===== src/rtl/first_order_lowpass_filter_assert.svh =====
// ----------------------------------------------------------------------------
// Assertion macros for the first-order low-pass filter
// Checks that are sampled on clk, with and without a reset qualifier.
// ----------------------------------------------------------------------------
`ifndef FIRST_ORDER_LOWPASS_FILTER_ASSERT_SVH
`define FIRST_ORDER_LOWPASS_FILTER_ASSERT_SVH
`ifndef NO_ASSERTIONS
`define FLPF_ASSERT(lbl, prop, msg) \
  lbl: assert property (@(posedge clk) disable iff (rst) prop) else $error(msg);
`define FLPF_ASSERT_RST(lbl, prop, msg) \
  lbl: assert property (@(posedge clk) prop) else $error(msg);
`else
`define FLPF_ASSERT(lbl, prop, msg)
`define FLPF_ASSERT_RST(lbl, prop, msg)
`endif
`endif


===== src/rtl/flpf_pkg.sv =====
// ----------------------------------------------------------------------------
// flpf_pkg
// Widths, codes, types and helpers shared by the low-pass filter modules.
// ----------------------------------------------------------------------------
package flpf_pkg;

  localparam int SAMPLE_W  = 32;              // signed Q16.16 sample
  localparam int FRAC_W    = 16;              // fraction bits of the weight
  localparam int WEIGHT_W  = FRAC_W + 1;      // weight up to and including 1.0
  localparam int TICK_W    = 32;
  localparam int IN_DATA_W = SAMPLE_W + TICK_W;
  localparam int DEN_W     = TICK_W + 1;      // time constant plus elapsed
  localparam int DIFF_W    = SAMPLE_W + 1;
  localparam int ACC_W     = DIFF_W + 1;      // upper half of the product
  localparam int ALU_W     = ACC_W + 1;
  localparam int CNT_W     = $clog2(WEIGHT_W);
  localparam int CFG_W     = 32;

  localparam logic [WEIGHT_W-1:0] WEIGHT_ONE = WEIGHT_W'(1) << FRAC_W;
  localparam logic [CNT_W-1:0]    CNT_LAST   = CNT_W'(WEIGHT_W - 1);

  typedef enum logic [1:0] {
    REG_TAU_TICKS,
    REG_FIXED_WEIGHT,
    REG_USE_FIXED,
    REG_FILTER_ENABLE
  } cfg_reg_t;

  typedef enum logic [2:0] {
    ST_IDLE,
    ST_DIFF,
    ST_DEN,
    ST_DIV,
    ST_MUL,
    ST_SUM,
    ST_DONE
  } state_t;

  typedef struct packed {
    logic [TICK_W-1:0]   tau_ticks;
    logic [WEIGHT_W-1:0] fixed_weight;
    logic                use_fixed_weight;
    logic                filter_enable;
  } cfg_t;

  typedef struct packed {
    logic idle;
    logic done;
  } core_stat_t;

  typedef struct packed {
    logic             sub;
    logic [ALU_W-1:0] a;
    logic [ALU_W-1:0] b;
  } alu_req_t;

  function automatic logic [ALU_W-1:0] sext_sample(input logic [SAMPLE_W-1:0] v);
    return {{(ALU_W - SAMPLE_W){v[SAMPLE_W-1]}}, v};
  endfunction

  function automatic logic [ALU_W-1:0] sext_diff(input logic [DIFF_W-1:0] v);
    return {{(ALU_W - DIFF_W){v[DIFF_W-1]}}, v};
  endfunction

  function automatic logic [ALU_W-1:0] sext_acc(input logic [ACC_W-1:0] v);
    return {{(ALU_W - ACC_W){v[ACC_W-1]}}, v};
  endfunction

  // Weights above 1.0 are held at 1.0.
  function automatic logic [WEIGHT_W-1:0] sat_weight(input logic [WEIGHT_W-1:0] w);
    return (w > WEIGHT_ONE) ? WEIGHT_ONE : w;
  endfunction

  // Clamps a wide signed sum into the signed sample range.
  function automatic logic [SAMPLE_W-1:0] clamp_sample(input logic [ALU_W-1:0] v);
    logic [ALU_W-SAMPLE_W:0] top;
    logic [SAMPLE_W-1:0]     res;
    top = v[ALU_W-1:SAMPLE_W-1];
    if (top == '0 || top == '1) begin
      res = v[SAMPLE_W-1:0];
    end else if (v[ALU_W-1]) begin
      res = {1'b1, {(SAMPLE_W - 1){1'b0}}};
    end else begin
      res = {1'b0, {(SAMPLE_W - 1){1'b1}}};
    end
    return res;
  endfunction

endpackage


===== src/rtl/flpf_alu.sv =====
// ----------------------------------------------------------------------------
// flpf_alu
// The one adder/subtractor that the sequencer shares between difference,
// denominator, division, multiplication and final update steps.
// ----------------------------------------------------------------------------
module flpf_alu (
  input  flpf_pkg::alu_req_t          req,
  output logic [flpf_pkg::ALU_W-1:0]  res
);

  logic [flpf_pkg::ALU_W-1:0] b_op;

  assign b_op = req.sub ? ~req.b : req.b;
  assign res  = req.a + b_op + flpf_pkg::ALU_W'(req.sub);

endmodule


===== src/rtl/flpf_core.sv =====
// ----------------------------------------------------------------------------
// flpf_core
// Sequencer and datapath registers: weight by restoring division or fixed, product
// by shift-and-add, then the update of the stored value, all on the shared adder.
// ----------------------------------------------------------------------------
`include "first_order_lowpass_filter_assert.svh"

module flpf_core (
  input  logic                           clk,
  input  logic                           rst,
  input  flpf_pkg::cfg_t                 cfg,
  input  logic                           start,
  input  logic                           start_cmd,
  input  logic [flpf_pkg::SAMPLE_W-1:0]  start_sample,
  input  logic [flpf_pkg::TICK_W-1:0]    start_elapsed,
  input  logic                           take,
  output flpf_pkg::core_stat_t           stat,
  output logic [flpf_pkg::SAMPLE_W-1:0]  result
);

  flpf_pkg::state_t state;
  flpf_pkg::state_t state_next;

  logic [flpf_pkg::SAMPLE_W-1:0] x_reg;
  logic [flpf_pkg::TICK_W-1:0]   dt_reg;
  logic [flpf_pkg::DIFF_W-1:0]   diff;
  logic [flpf_pkg::DEN_W-1:0]    den;
  logic [flpf_pkg::DEN_W-1:0]    rem;
  logic [flpf_pkg::WEIGHT_W-1:0] dsh;
  logic [flpf_pkg::WEIGHT_W-1:0] q;
  logic [flpf_pkg::ACC_W-1:0]    acc_hi;
  logic [flpf_pkg::WEIGHT_W-1:0] acc_lo;
  logic [flpf_pkg::CNT_W-1:0]    cnt;
  logic [flpf_pkg::SAMPLE_W-1:0] sv;

  flpf_pkg::alu_req_t          alu_req;
  logic [flpf_pkg::ALU_W-1:0]  alu_res;
  logic                        bypass;
  logic                        den_zero;
  logic                        ge;
  logic                        cnt_last;

  flpf_alu u_alu (
    .req (alu_req),
    .res (alu_res)
  );

  assign bypass   = start_cmd || !cfg.filter_enable;
  assign den_zero = (alu_res[flpf_pkg::DEN_W-1:0] == '0);
  assign ge       = !alu_res[flpf_pkg::ALU_W-1];
  assign cnt_last = (cnt == flpf_pkg::CNT_LAST);

  always_comb begin
    state_next = state;
    unique case (state)
      flpf_pkg::ST_IDLE: begin
        if (start) begin
          state_next = bypass ? flpf_pkg::ST_DONE : flpf_pkg::ST_DIFF;
        end
      end
      flpf_pkg::ST_DIFF: begin
        state_next = cfg.use_fixed_weight ? flpf_pkg::ST_MUL : flpf_pkg::ST_DEN;
      end
      flpf_pkg::ST_DEN: begin
        state_next = den_zero ? flpf_pkg::ST_MUL : flpf_pkg::ST_DIV;
      end
      flpf_pkg::ST_DIV: begin
        if (cnt_last) begin
          state_next = flpf_pkg::ST_MUL;
        end
      end
      flpf_pkg::ST_MUL: begin
        if (cnt_last) begin
          state_next = flpf_pkg::ST_SUM;
        end
      end
      flpf_pkg::ST_SUM: begin
        state_next = flpf_pkg::ST_DONE;
      end
      flpf_pkg::ST_DONE: begin
        if (take) begin
          state_next = flpf_pkg::ST_IDLE;
        end
      end
      default: state_next = flpf_pkg::ST_IDLE;
    endcase
  end

  // Operand selection for the shared adder.
  always_comb begin
    alu_req   = '0;
    stat.idle = 1'b0;
    stat.done = 1'b0;
    unique case (state)
      flpf_pkg::ST_IDLE: begin
        stat.idle = 1'b1;
      end
      flpf_pkg::ST_DIFF: begin
        alu_req.sub = 1'b1;
        alu_req.a   = flpf_pkg::sext_sample(x_reg);
        alu_req.b   = flpf_pkg::sext_sample(sv);
      end
      flpf_pkg::ST_DEN: begin
        alu_req.a = flpf_pkg::ALU_W'(cfg.tau_ticks);
        alu_req.b = flpf_pkg::ALU_W'(dt_reg);
      end
      flpf_pkg::ST_DIV: begin
        alu_req.sub = 1'b1;
        alu_req.a   = flpf_pkg::ALU_W'({rem, dsh[flpf_pkg::WEIGHT_W-1]});
        alu_req.b   = flpf_pkg::ALU_W'(den);
      end
      flpf_pkg::ST_MUL: begin
        alu_req.a = flpf_pkg::sext_acc(acc_hi);
        alu_req.b = q[0] ? flpf_pkg::sext_diff(diff) : '0;
      end
      flpf_pkg::ST_SUM: begin
        alu_req.a = flpf_pkg::sext_sample(sv);
        alu_req.b = {acc_hi, acc_lo[flpf_pkg::WEIGHT_W-1]};
      end
      flpf_pkg::ST_DONE: begin
        stat.done = 1'b1;
      end
      default: begin
        stat.idle = 1'b0;
      end
    endcase
  end

  always_ff @(posedge clk) begin
    if (rst) begin
      state <= flpf_pkg::ST_IDLE;
      cnt   <= '0;
      sv    <= '0;
    end else begin
      state <= state_next;
      case (state)
        flpf_pkg::ST_IDLE: begin
          if (start) begin
            x_reg  <= start_sample;
            dt_reg <= start_elapsed;
            if (bypass) begin
              sv <= start_sample;
            end
          end
        end
        flpf_pkg::ST_DIFF: begin
          diff   <= alu_res[flpf_pkg::DIFF_W-1:0];
          cnt    <= '0;
          acc_hi <= '0;
          q      <= flpf_pkg::sat_weight(cfg.fixed_weight);
        end
        flpf_pkg::ST_DEN: begin
          // The quotient has no bits above the unit place, so the division
          // starts with the upper part of the dividend already brought down.
          den <= alu_res[flpf_pkg::DEN_W-1:0];
          rem <= flpf_pkg::DEN_W'(dt_reg >> 1);
          dsh <= {dt_reg[0], {(flpf_pkg::WEIGHT_W - 1){1'b0}}};
          q   <= flpf_pkg::WEIGHT_ONE;
          cnt <= '0;
        end
        flpf_pkg::ST_DIV: begin
          rem <= ge ? alu_res[flpf_pkg::DEN_W-1:0]
                    : {rem[flpf_pkg::DEN_W-2:0], dsh[flpf_pkg::WEIGHT_W-1]};
          dsh <= dsh << 1;
          q   <= {q[flpf_pkg::WEIGHT_W-2:0], ge};
          cnt <= cnt_last ? '0 : cnt + 1'b1;
        end
        flpf_pkg::ST_MUL: begin
          acc_hi <= {alu_res[flpf_pkg::ACC_W-1], alu_res[flpf_pkg::ACC_W-1:1]};
          acc_lo <= {alu_res[0], acc_lo[flpf_pkg::WEIGHT_W-1:1]};
          q      <= q >> 1;
          cnt    <= cnt_last ? '0 : cnt + 1'b1;
        end
        flpf_pkg::ST_SUM: begin
          sv <= flpf_pkg::clamp_sample(alu_res);
        end
        default: begin
        end
      endcase
    end
  end

  assign result = sv;

  `FLPF_ASSERT_RST(a_reset_idle, rst |=> (state == flpf_pkg::ST_IDLE), "core not idle after reset")
  `FLPF_ASSERT(a_rem_below_den, (state == flpf_pkg::ST_DIV) |-> (rem < den), "partial remainder not below denominator")
  `FLPF_ASSERT(a_weight_max_one, (state == flpf_pkg::ST_MUL && cnt == '0) |-> (q <= flpf_pkg::WEIGHT_ONE), "weight above one")
  `FLPF_ASSERT(a_bypass_store, (state == flpf_pkg::ST_IDLE && start && bypass) |=> (state == flpf_pkg::ST_DONE && sv == $past(start_sample)), "load or bypass did not store the sample")

endmodule


===== src/rtl/first_order_lowpass_filter.sv =====
// One item is in work at a time. A load or bypass item goes straight to done.
// Filtering takes the difference, then with the fixed weight the 17 multiply
// steps; with the derived weight it forms the denominator and runs 17 division
// steps (none when time constant plus elapsed is zero) before them, then the sum,
// all on the shared adder. The next request is taken after the result moves out.
// Reset clears the stored value to zero and loads the register defaults.
// ----------------------------------------------------------------------------
// first_order_lowpass_filter
// Exponential moving average over signed Q16.16 samples with a fixed or
// time-derived weight, a load request and a bypass mode.
// ----------------------------------------------------------------------------
module first_order_lowpass_filter (
  input  logic                                clk,
  input  logic                                rst,
  input  logic                                cfg_we,
  input  logic [1:0]                          cfg_index,
  input  logic [flpf_pkg::CFG_W-1:0]          cfg_data,
  input  logic                                s_axis_tvalid,
  output logic                                s_axis_tready,
  input  logic [flpf_pkg::IN_DATA_W-1:0]      s_axis_tdata,  // sample, elapsed
  input  logic                                s_axis_tuser,  // cmd
  output logic                                m_axis_tvalid,
  input  logic                                m_axis_tready,
  output logic [flpf_pkg::SAMPLE_W-1:0]       m_axis_tdata   // filtered
);

  flpf_pkg::cfg_t        cfg;
  flpf_pkg::core_stat_t  stat;
  logic [flpf_pkg::SAMPLE_W-1:0] result;
  logic                  start;
  logic                  take;

  always_ff @(posedge clk) begin
    if (rst) begin
      cfg.tau_ticks        <= '0;
      cfg.fixed_weight     <= '0;
      cfg.use_fixed_weight <= 1'b0;
      cfg.filter_enable    <= 1'b1;
    end else if (cfg_we) begin
      unique case (flpf_pkg::cfg_reg_t'(cfg_index))
        flpf_pkg::REG_TAU_TICKS:     cfg.tau_ticks <= cfg_data[flpf_pkg::TICK_W-1:0];
        flpf_pkg::REG_FIXED_WEIGHT:  cfg.fixed_weight <= cfg_data[flpf_pkg::WEIGHT_W-1:0];
        flpf_pkg::REG_USE_FIXED:     cfg.use_fixed_weight <= cfg_data[0];
        flpf_pkg::REG_FILTER_ENABLE: cfg.filter_enable <= cfg_data[0];
        default: begin
        end
      endcase
    end
  end

  assign s_axis_tready = stat.idle;
  assign start         = s_axis_tvalid && stat.idle;
  // The finished value moves to the output register once it is free.
  assign take          = stat.done && (!m_axis_tvalid || m_axis_tready);

  flpf_core u_core (
    .clk           (clk),
    .rst           (rst),
    .cfg           (cfg),
    .start         (start),
    .start_cmd     (s_axis_tuser),
    .start_sample  (s_axis_tdata[flpf_pkg::SAMPLE_W-1:0]),
    .start_elapsed (s_axis_tdata[flpf_pkg::IN_DATA_W-1:flpf_pkg::SAMPLE_W]),
    .take          (take),
    .stat          (stat),
    .result        (result)
  );

  always_ff @(posedge clk) begin
    if (rst) begin
      m_axis_tvalid <= 1'b0;
    end else if (take) begin
      m_axis_tvalid <= 1'b1;
    end else if (m_axis_tready) begin
      m_axis_tvalid <= 1'b0;
    end
  end

  always_ff @(posedge clk) begin
    if (take) begin
      m_axis_tdata <= result;
    end
  end

endmodule


===== config.mk =====
export PLATFORM = sky130hd
export DESIGN_NAME = first_order_lowpass_filter
export DESIGN_NICKNAME = d
export VERILOG_FILES = /design/src/rtl/flpf_pkg.sv /design/src/rtl/flpf_alu.sv /design/src/rtl/flpf_core.sv /design/src/rtl/first_order_lowpass_filter.sv
export VERILOG_INCLUDE_DIRS = /design/src /design/src/rtl
export SDC_FILE = /design/constraint.sdc
export NUM_CORES = 1
export LEC_CHECK = 0
export BUFFER_PORTS_ARGS = -buffer_cell sky130_fd_sc_hd__buf_2
export CAP_MARGIN = 20
export CORE_MARGIN = 2
export CORE_UTILIZATION = 39
export CTS_CLUSTER_DIAMETER = 100
export DETAILED_ROUTE_END_ITERATION = 10
export PLACE_DENSITY = 0.65
export RECOVER_POWER = 100
export SETUP_SLACK_MARGIN = 0.15
export SYNTH_ARGS = -nofsm -noshare
export SYNTH_HDL_FRONTEND = slang
export SYNTH_HIERARCHICAL = 1
export SYNTH_SLANG_ARGS = --single-unit
export TNS_END_PERCENT = 5

===== constraint.sdc =====
create_clock -name clk -period 13.45 [get_ports clk]
set_input_delay 2.69 -clock clk [delete_from_list [all_inputs] [get_ports clk]]
set_output_delay 2.69 -clock clk [all_outputs]
set_load 0.03 [all_outputs]

==> flow_summary.ini, run 1 <==
[global_routing]
grt_overflow_total = 0
largest_net_degree_at_the_start_of_global_routing = 71
grt_pass1_wl_um = 81600
grt_antenna_before_repair = 0
global_route.usage.total_pct = 22.7
grt_pass1_vias = 13000

[synth]
synth-seq-area-share_pct = 52.0
mappedNetlistNets = 1750
synthFlopType = sky130_fd_sc_hd__edfxtp_1
synth_top_cell_area_share_pct = 41.6
synthArstFlopShare_pct = 0
syn-cell-area_um2 = 17800
synth-xor-area-share_pct = 3.34
synthMostInstantiatedCell = sky130_fd_sc_hd__edfxtp_1
ranking_of_synthesized_cells_by_area = sky130_fd_sc_hd__edfxtp_1 42%, sky130_fd_sc_hd__dfxtp_1 10%, sky130_fd_sc_hd__mux2i_1 6.6%
combinational_family_with_the_most_area_after_synthesis = compound AO/OA/AOI/OAI gates
synth_largest_area_cell = sky130_fd_sc_hd__edfxtp_1
post_synth_num_cell_types = 86
postSynthAreaPerCell_um2 = 11.1
adder_cell_area_share_of_the_yosys_netlist_pct = 2.57
synth.top_cells.by_count = 247 x sky130_fd_sc_hd__edfxtp_1, 160 x sky130_fd_sc_hd__nand2_1, 118 x sky130_fd_sc_hd__mux2i_1, 96 x sky130_fd_sc_hd__o21ai_0, 92 x sky130_fd_sc_hd__dfxtp_1
synth.yosys.warnings = 6
synth.ff_latch_count = 339
multiplexer_share_of_the_synthesized_area_pct = 6.78
complex_gate_fraction_of_the_synthesized_area_pct = 17.5
synthCells = 1610
yosys.area_share.simple_pct = 14.1
synth_edf_count = 247

[pwr]
finalPower_mw = 5.15
pwr_density_cell_nw_per_um2 = 257
max-vdd-ir-drop_uv = 127
power.static_leakage_nw = 7.29

[outcome]
status = complete, but fails checks
failed_checks = capacitance limit, slew limit

[sta]
worst_slew_margin_rel_pct = -120
finClkSkew_ns = 0.0322
final.setup.tns_ns = 0
timing.final.setup_violations = 0
report.final.slew_viol_count = 472
hold_viol = 0
min_period_over_period_pct = 73.4
final.min_clock_period_ns = 9.87
timing_worst_slew_pin_value_ns = 3.31
max_freq_mhz = 101
setup_repair_after_global_routing_missed_its_margin = no

[worst_setup_path]
cp.arrival_ns = 10.29
worstReg2RegStart = u_core/state[0]$_SDFFE_PP0P_
slowest_delay_ns = 1.52
path_class = reg2reg
cp_cell_instances = clkbuf_1 -> nand2_1 -> inv_1 -> buf_4 -> xor2_1 -> ha_1 -> o21ai_0 -> a211oi_1 -> nand2_1 -> o221a_2 -> and4bb_1 -> nor4b_1 -> nand3_1 -> a21oi_1 -> buf_4 -> o21ai_0 -> a311oi_2
worstPathMaxFanout = 37
worst_r2r_path_depth = 17
critical-path-slowest-cell = sky130_fd_sc_hd__dfxtp_1
setup.worst_path.start_class = register
reg2reg_setup_slack_ns = 3.58
timing.rr.end = u_core/result[13]$_SDFFE_PP0P_
cp_data_required_time_ns = 13.87
endpoint_kind = register

[floorplan]
vertical_die_dimension_um = 218
dieArea_um2 = 47400
placeableCoreArea_um2 = 45200
pin_count = 138
floorplan.rows = 78
start_util_pct = 39.4
die_width_um = 218

[final_layout]
drive_gt1_share_pct = 10.4
areaGrowthSynthToFinish_pct = 12.7
instances_no_fill = 2324
max_flop_register = cfg
n_antenna_cell = 0
layout.nets = 1834
largest_register_ffs = 51

[place]
post-dp-hpwl_um = 37000
place_congestion = 0.973
dp_cells = 2254
io_buffers = 137

[clock_network]
cts_max_level = 2
path_clk_slew_ns = 0.06
num_clock_sinks = 339
clock_tree.buffer_depth = 3
cts_root_buf = sky130_fd_sc_hd__clkbuf_16
post_cts.repair.setup_buffers = 0
number_of_buffers_inserted_during_clock_tree_synthesis = 38
ctsResizeCount = 0
clk-insertion-delay-late_ns = 0.56
cts-hold-fix-buffers = 0
tritoncts_clock_tree = done

[worst_hold_path]
timing.hold.worst_path_depth = 2
hp-class = reg2reg
worst_hold_startpoint = cfg[45]$_SDFFE_PP0P_
whs_endpoint = cfg[45]$_SDFFE_PP0P_

[drt]
drt-pass1-iter-count = 6
drcViolationCount = 0
post_drt_wl_per_cell_um = 23.7
detailroute.via_count = 13800
ant_nets = 0
wl_um = 55100
drt_iter0_drc = 1582
viasPerCell = 5.94

[flow_run]
drv_cap = 14
[cells by family after synthesis]
kind of cell,count (synthesis)
xor+xnor,68
simple gates,493
fa+ha+maj,36
mux,120
flops,339
compound gates,420
buf+inv,134
[final cells by class]
| cell class | instances | area, um^2 |
|---|---|---|
| Tap cell | 600 | 751 |
| Clock buffer | 58 | 1150 |
| Inverter | 13 | 48.8 |
| Timing Repair Buffer | 165 | 785 |
| Sequential cell | 339 | 9260 |
| Fill cell | 4198 | 25100 |
| Clock inverter | 12 | 171 |
| Multi-Input combinational cell | 1137 | 7910 |
[layout by cell type, fill, tap and decap left out, drive strengths merged, types with 6 or more instances in the layout]
cell	synthesis	final
a211oi	10	10
a21o	28	28
a21oi	52	52
a221o	19	19
a22o	16	16
a22oi	79	79
a311oi	37	37
a31oi	7	7
and2	40	40
and3	8	8
buf	53	78
clkbuf	68	145
clkinv	0	6
dfxtp	92	92
edfxtp	247	247
ha	35	35
inv	13	13
mux2i	118	118
nand2	161	161
nand2b	88	88
nand3	44	44
nand4	18	18
nor2	71	71
nor3	14	14
nor4	19	19
o21a	10	10
o21ai	107	107
o221ai	12	12
o2bb2ai	8	8
xnor2	21	21
xor2	47	47
[power breakdown]
group	internal, mW	switching, mW
clock	0.637	0.439
combinational	0.755	1.70
sequential	1.48	0.138
[through the flow]
step / util [%] / area [um^2] / hold WS [ns] / worst slack (ns)
6_report: 44.4 / 20100 / 0.477 / 3.58
5_1_grt: 44.4 / 20100 / 0.507 / 3.15
4_1_cts: 44.9 / 20300 / 0.481 / 6.19
3_5_place_dp: 42.0 / 19000 / 0.464 / 6.21
3_3_place_gp: 41.9 / 18900 / 0.464 / 6.42
2_1_floorplan: - / 17800 / 0.447 / 6.15
[worst max path at each step]
stage | from | to | slack [ns]
CTS | u_core/state[0]$_SDFFE_PP0P_ | u_core/result[11]$_SDFFE_PP0P_ | 6.19
floorplan | rst | u_core/acc_hi[0]$_SDFFCE_PN0P_ | 6.15
finish | u_core/state[0]$_SDFFE_PP0P_ | u_core/result[13]$_SDFFE_PP0P_ | 3.58
global route | u_core/state[0]$_SDFFE_PP0P_ | u_core/result[6]$_SDFFE_PP0P_ | 3.15
detailed placement | u_core/state[0]$_SDFFE_PP0P_ | u_core/result[19]$_SDFFE_PP0P_ | 6.21
global placement | u_core/state[0]$_SDFFE_PP0P_ | u_core/result[13]$_SDFFE_PP0P_ | 6.42
[routing by layer]
metal | global-route usage (%) | vias up | part of all wire [%]
li1 | - | 6240 | -
met1 | 32.3 | 6761 | 44
met2 | 35.2 | 698 | 44
met3 | 4.20 | 101 | 8.8
met4 | 7.07 | 0 | 3.1
met5 | 0 | - | 0
[critical path, delay by kind of cell, from the launching register on]
family / cells / cell delay [ns]
AOI/OAI and AO/OA: 6 / 2.30
buffers and inverters: 4 / 3.23
and+or+nand+nor: 5 / 2.07
adders and majority gates: 1 / 0.43
xor gates and xnor gates: 1 / 0.14
DFF: 1 / 1.52
(Power assumes the default switching activity.)
==> inputs of run 2 (changes only) <==
Clock period 13.45 ns to 10.3 ns, I/O delays scaled along.
==> flow_summary.ini, run 2 (synthesis gave the netlist of run 1 again) <==
[clock_network]
number_of_buffers_inserted_during_clock_tree_synthesis = 38
post_cts.repair.setup_buffers = 0
cts-hold-fix-buffers = 0
clock_tree.buffer_depth = 3
cts_max_level = 2
ctsResizeCount = 0
tritoncts_clock_tree = done
num_clock_sinks = 339
cts_root_buf = sky130_fd_sc_hd__clkbuf_16
clk-insertion-delay-late_ns = 0.55
path_clk_slew_ns = 0.06

[final_layout]
final.fill_count = 4205
drive_gt1_share_pct = 11.0
layout_commonest_cell = sky130_fd_sc_hd__edfxtp_1
layout.nets = 1836
max_flop_register = cfg
largest_register_ffs = 51
mostFrequentLayoutCells = 247 x sky130_fd_sc_hd__edfxtp_1, 161 x sky130_fd_sc_hd__nand2_1, 118 x sky130_fd_sc_hd__mux2i_1
n_antenna_cell = 0
multiInputGateArea_um2 = 7900
area.sequential_um2 = 9260
areaGrowthSynthToFinish_pct = 12.6

[worst_setup_path]
cp_cell_instances = inv_1 -> nor2_4 -> buf_4 -> a22oi_1 -> nand3_1 -> mux2_1 -> fa_1 -> a21o_1 -> a311o_1 -> a22oi_1 -> nand3_1 -> a311oi_1 -> xnor2_1 -> clkbuf_2 -> mux2i_1 -> o21ai_0
cp.arrival_ns = 8.89
worstPathMaxFanout = 47
endpoint_kind = register
timing.critical_path.depth = 16
critical_path.top_delay_family = buffers and inverters
timing.rr.end = u_core/rem[16]$_DFFE_PP_
worstReg2RegStart = u_core/state[0]$_SDFFE_PP0P_
reg2reg_setup_slack_ns = 1.68
critical_path.n_buffers_inverters = 3
setup.worst_path.start_class = register
worst_setup_path_startpoint = u_core/state[0]$_SDFFE_PP0P_
worst_r2r_path_depth = 16
crit_end = u_core/rem[16]$_DFFE_PP_
slowest_delay_ns = 1.57
path_class = reg2reg
critical-path-slowest-cell = sky130_fd_sc_hd__dfxtp_1
cp_data_required_time_ns = 10.57

[flow_run]
drv_cap = 11

[sta]
final.min_clock_period_ns = 8.62
max_freq_mhz = 116
timing_worst_slew_pin_value_ns = 3.04
setup_repair_after_global_routing_missed_its_margin = no
finClkSkew_ns = 0.0219
report.final.slew_viol_count = 377
min_period_over_period_pct = 83.7
layout_setup_ws_ns = 1.68
final.setup.tns_ns = 0
timing.final.setup_violations = 0
hold_viol = 0
worst_slew_margin_rel_pct = -103

[place]
io_buffers = 137
place_worst_setup_slack_ns = 3.10
place_congestion = 0.966
post-dp-hpwl_um = 37400

[global_routing]
grt_overflow_total = 0
grt_pass1_wl_um = 82400
grt_antenna_before_repair = 0
largest_net_degree_at_the_start_of_global_routing = 68
global_route.usage.total_pct = 22.9
grt_pass1_vias = 13300

[drt]
ant_nets = 0
drcViolationCount = 0
drt-pass1-iter-count = 6
drt_iter0_drc = 1497
viasPerCell = 5.88
post_drt_wl_per_cell_um = 23.8
wl_um = 55500
detailroute.via_count = 13700

[pwr]
sw_frac_of_total_pct = 44.4
power.static_leakage_nw = 7.32
max-vdd-ir-drop_uv = 211
p_switching_mw = 2.98
combPwrFrac_pct = 48.2
p_int_mw = 3.74
reg_power_share_pct = 31.4
power_frac_clock_pct = 20.4
finalPower_mw = 6.72
pwr_density_cell_nw_per_um2 = 335

[floorplan]
floorplan.rows = 78
start_util_pct = 39.4
pin_count = 138
die_width_um = 218
dieArea_um2 = 47400
placeableCoreArea_um2 = 45200
vertical_die_dimension_um = 218

[worst_hold_path]
hp-class = reg2reg
timing.hold.worst_path_depth = 2

[outcome]
status = complete, but fails checks
failed_checks = capacitance limit, slew limit
==> run 2: changes by cell type in the layout (fill, tap and decap cells not counted), sizes merged <==
cell	before	now
buf	78	87
bufinv	2	1
clkbuf	145	139
clkinv	6	9
clkinvlp	4	1
==> run 2: how the worst min path moves through the flow <==
stage	start	slack (ns)	to
2_1_floorplan	u_core/result[30]$_SDFFE_PP0P_	0.45	m_axis_tdata[30]$_DFFE_PP_
3_3_place_gp	cfg[29]$_SDFFE_PP0P_	0.46	cfg[29]$_SDFFE_PP0P_
3_5_place_dp	cfg[20]$_SDFFE_PP0P_	0.46	cfg[20]$_SDFFE_PP0P_
4_1_cts	cfg[20]$_SDFFE_PP0P_	0.48	cfg[20]$_SDFFE_PP0P_
5_1_grt	cfg[29]$_SDFFE_PP0P_	0.49	cfg[29]$_SDFFE_PP0P_
6_report	cfg[20]$_SDFFE_PP0P_	0.48	cfg[20]$_SDFFE_PP0P_
==> run 2: layer usage <==
metal	GRT usage (%)	part of all wire [%]
met1	31.6	44
met2	35.6	44
met3	4.88	8.2
met4	8.25	3.2
met5	0	0
==> run 2: power by group through the flow <==
| stage | clock network (mW) | logic (mW) | registers, mW |
|---|---|---|---|
| floorplan | 0 | 2.22 | 2.05 |
| global placement | 0 | 3.14 | 2.12 |
| detailed placement | 0 | 3.17 | 2.12 |
| CTS | 1.40 | 3.19 | 2.09 |
| global route | 1.45 | 3.46 | 2.13 |
| finish | 1.37 | 3.24 | 2.11 |
==> run 2: final cells by class <==
cell class	instances	area share [%]
clock buffer	59	5.84
tap	600	3.74
sequential	339	46.2
inverter	13	0.243
multi-input combinational	1137	39.4
timing repair buffer	167	4.07
clock inverter	11	0.555
==> run 2: tightest hold or removal path: cells and delay by family (launching register included) <==
kind             cells  cell delay (ns)
flip-flops           1             0.31
AND/OR/NAND/NOR      1             0.06
multiplexers         1             0.05
==> run 2: through the flow <==
| step | utilization (%) | instances | area (um^2) | hold slack (ns) |
|---|---|---|---|---|
| after global routing | 44.4 | 2326 | 20100 | 0.495 |
| after CTS | 44.8 | 2323 | 20300 | 0.478 |
| final | 44.4 | 2326 | 20100 | 0.477 |
| after floorplan | - | 1610 | 17800 | 0.447 |
| after global placement | 41.9 | 2252 | 18900 | 0.462 |
| after detailed placement | 42.0 | 2253 | 19000 | 0.465 |
==> inputs of run 3 (changes only) <==
Settings changed: ABC_AREA from default to 1.
Clock period 10.3 ns to 7.94 ns, I/O delays scaled along.
==> flow_summary.ini, run 3 <==
[global_routing]
met1_usage_pct = 36.2
largest_net_degree_at_the_start_of_global_routing = 69
grt_antenna_before_repair = 1
global_route.usage.total_pct = 24.2
grt_pass1_wl_um = 87800
busiest_layer = met2
grt_overflow_total = 0
grt_pass1_vias = 14500
global_route.usage.met3_pct = 4.19
gr-usage-met2_pct = 36.6

[clock_network]
path_clk_slew_ns = 0.06
clk-insertion-delay-late_ns = 0.55
post_cts.repair.setup_buffers = 0
clock_tree.buffer_depth = 3
cts_root_buf = sky130_fd_sc_hd__clkbuf_16
cts-hold-fix-buffers = 0
tritoncts_clock_tree = done
cts_max_level = 2
ctsResizeCount = 0
num_clock_sinks = 339
number_of_buffers_inserted_during_clock_tree_synthesis = 37

[worst_setup_path]
cp.arrival_ns = 6.73
cp_data_required_time_ns = 8.34
endpoint_kind = register
setup.worst_path.start_class = register
path_class = reg2reg
reg2reg_setup_slack_ns = 1.62
worstPathMaxFanout = 43

[sta]
final.setup.tns_ns = 0
setup_repair_after_global_routing_missed_its_margin = no
final.min_clock_period_ns = 6.32
max_freq_mhz = 158
timing.final.setup_violations = 0
min_period_over_period_pct = 79.6
finClkSkew_ns = 0.0130
report.final.slew_viol_count = 302
hold_viol = 0
worst_slew_margin_rel_pct = -178
timing_worst_slew_pin_value_ns = 4.17

[drt]
wl_um = 57600
ant_nets = 0
detailroute.via_count = 15400
viasPerCell = 5.48
drt_iter0_drc = 2161
drcViolationCount = 0
post_drt_wl_per_cell_um = 20.5
drt-pass1-iter-count = 6

[final_layout]
areaGrowthSynthToFinish_pct = 13.1
layout.nets = 2331
mostFrequentLayoutCells = 515 x sky130_fd_sc_hd__nand2_1, 254 x sky130_fd_sc_hd__inv_1, 247 x sky130_fd_sc_hd__edfxtp_1
fin_area_um2 = 20000
n_antenna_cell = 0
largest_register_ffs = 51
drive_gt1_share_pct = 8.11
layout_commonest_cell = sky130_fd_sc_hd__nand2_1
post_layout_util_pct = 45.0
final.fill_count = 4400
max_flop_register = cfg

[synth]
synthMostInstantiatedCell = sky130_fd_sc_hd__nand2_1
ranking_of_synthesized_cells_by_area = sky130_fd_sc_hd__edfxtp_1 42%, sky130_fd_sc_hd__nand2_1 11%, sky130_fd_sc_hd__dfxtp_1 10%
synthCells = 2088
synth.yosys.warnings = 6
post_synth_num_cell_types = 39
synth_top_cell_area_share_pct = 42.0
synthFlopType = sky130_fd_sc_hd__edfxtp_1
postSynthAreaPerCell_um2 = 8.45
synth_largest_area_cell = sky130_fd_sc_hd__edfxtp_1
synth.top_cells.by_count = 511 x sky130_fd_sc_hd__nand2_1, 254 x sky130_fd_sc_hd__inv_1, 247 x sky130_fd_sc_hd__edfxtp_1, 195 x sky130_fd_sc_hd__nor2_1, 137 x sky130_fd_sc_hd__a21oi_1
synth_edf_count = 247
synth-seq-area-share_pct = 52.5
synthArstFlopShare_pct = 0
syn-cell-area_um2 = 17600
mappedNetlistNets = 2228
synth.ff_latch_count = 339

[flow_run]
drv_cap = 8

[place]
post-dp-hpwl_um = 39800
place_congestion = 0.925
dpl_cell_area_um2 = 18900
io_buffers = 137

[floorplan]
placeableCoreArea_um2 = 44400
die_width_um = 217
vertical_die_dimension_um = 217
floorplan.rows = 77
start_util_pct = 39.7
dieArea_um2 = 47000
pin_count = 138

[outcome]
failed_checks = capacitance limit, slew limit
status = complete, but fails checks

[pwr]
pwr_density_cell_nw_per_um2 = 378
finalPower_mw = 7.55
power.static_leakage_nw = 8.47
max-vdd-ir-drop_uv = 192

[worst_hold_path]
hp-class = reg2reg
[run 3: cell types whose count changed in the layout (fill, tap and decap cells not counted), sizes merged, moves of 28 or more]
cell	change
nand2	+366
inv	+248
nor2	+131
mux2i	-118
nand3	+96
nand2b	-88
a21oi	+87
a22oi	-48
and2	-39
a311oi	-37
o2111ai	+34
a21o	-28
[run 3: per-layer routing]
layer	wire, um	share of wire [%]	vias up
li1	-	-	7219
met1	26300	46	7318
met2	24900	43	789
met3	5450	9.4	80
met4	959	1.7	0
met5	0	0	-
[run 3: through the flow]
stage | cells | hold WS, ns | setup WS (ns)
5_1_grt | 2812 | 0.482 | 1.12
3_3_place_gp | 2743 | 0.456 | 2.83
6_report | 2812 | 0.481 | 1.62
2_1_floorplan | 2088 | 0.425 | 1.28
4_1_cts | 2811 | 0.475 | 2.70
3_5_place_dp | 2743 | 0.459 | 2.73
[run 3: critical path, cell delays in order, from the launching register on]
cell	delay [ns]
sky130_fd_sc_hd__dfxtp_1	0.37
sky130_fd_sc_hd__inv_1	0.13
sky130_fd_sc_hd__nand2_1	0.11
sky130_fd_sc_hd__nor2_1	1.50
sky130_fd_sc_hd__buf_4	0.66
sky130_fd_sc_hd__a22oi_1	0.19
sky130_fd_sc_hd__nand4_1	0.14
sky130_fd_sc_hd__xor2_1	0.16
sky130_fd_sc_hd__ha_1	0.31
sky130_fd_sc_hd__nand2_2	0.19
sky130_fd_sc_hd__inv_1	0.06
sky130_fd_sc_hd__a21oi_1	0.31
sky130_fd_sc_hd__nand3_1	0.29
sky130_fd_sc_hd__nand2_1	0.14
sky130_fd_sc_hd__nand2_2	0.11
sky130_fd_sc_hd__nand2_1	0.11
sky130_fd_sc_hd__nand2_1	0.06
sky130_fd_sc_hd__nand2_1	0.05
sky130_fd_sc_hd__nand2_1	0.11
sky130_fd_sc_hd__nor2_1	0.18
sky130_fd_sc_hd__nand2_1	0.10
sky130_fd_sc_hd__o21ai_2	0.12
sky130_fd_sc_hd__buf_4	0.36
sky130_fd_sc_hd__o21ai_0	0.17
sky130_fd_sc_hd__o21ai_0	0.11
sky130_fd_sc_hd__a21oi_1	0.09
[run 3: kinds of logic (layout without fill, tap and decap cells)]
logic type	after synthesis	in the layout	synth area share (%)
and+or+nand+nor	917	917	21.7
AOI/OAI and AO/OA	381	381	12.6
buffers and inverters	362	494	8.07
DFF	339	339	52.5
xor gates and xnor gates	53	53	2.63
adders and majority gates	36	36	2.59
[run 3: final timing paths]
check,startpoint,to,depth (start not counted)
max reg2reg,u_core/state[2]$_SDFFE_PP0P_,u_core/result[24]$_SDFFE_PP0P_,25
min,u_core/result[24]$_SDFFE_PP0P_,m_axis_tdata[24]$_DFFE_PP_,0
max,u_core/state[2]$_SDFFE_PP0P_,u_core/result[24]$_SDFFE_PP0P_,25
min reg2reg,u_core/result[24]$_SDFFE_PP0P_,m_axis_tdata[24]$_DFFE_PP_,0
[run 3: final cells by class]
| type | instances | area [um^2] | area share, % |
|---|---|---|---|
| clock buffer | 51 | 1030 | 5.16 |
| clock inverter | 17 | 169 | 0.846 |
| sequential | 339 | 9260 | 46.4 |
| tap | 592 | 741 | 3.71 |
| inverter | 259 | 972 | 4.87 |
| multi-input combinational | 1387 | 6970 | 34.9 |
| timing repair buffer | 167 | 821 | 4.11 |
[run 3: where the power goes]
group / total (mW) / internal, mW / leakage [nW] / switching, mW
Sequential: 2.56 / 2.40 / 3.03 / 0.159
Clock: 1.72 / 0.985 / 0.593 / 0.739
Combinational: 3.27 / 0.803 / 4.84 / 2.47
Total: 7.55 / 4.19 / 8.47 / 3.37
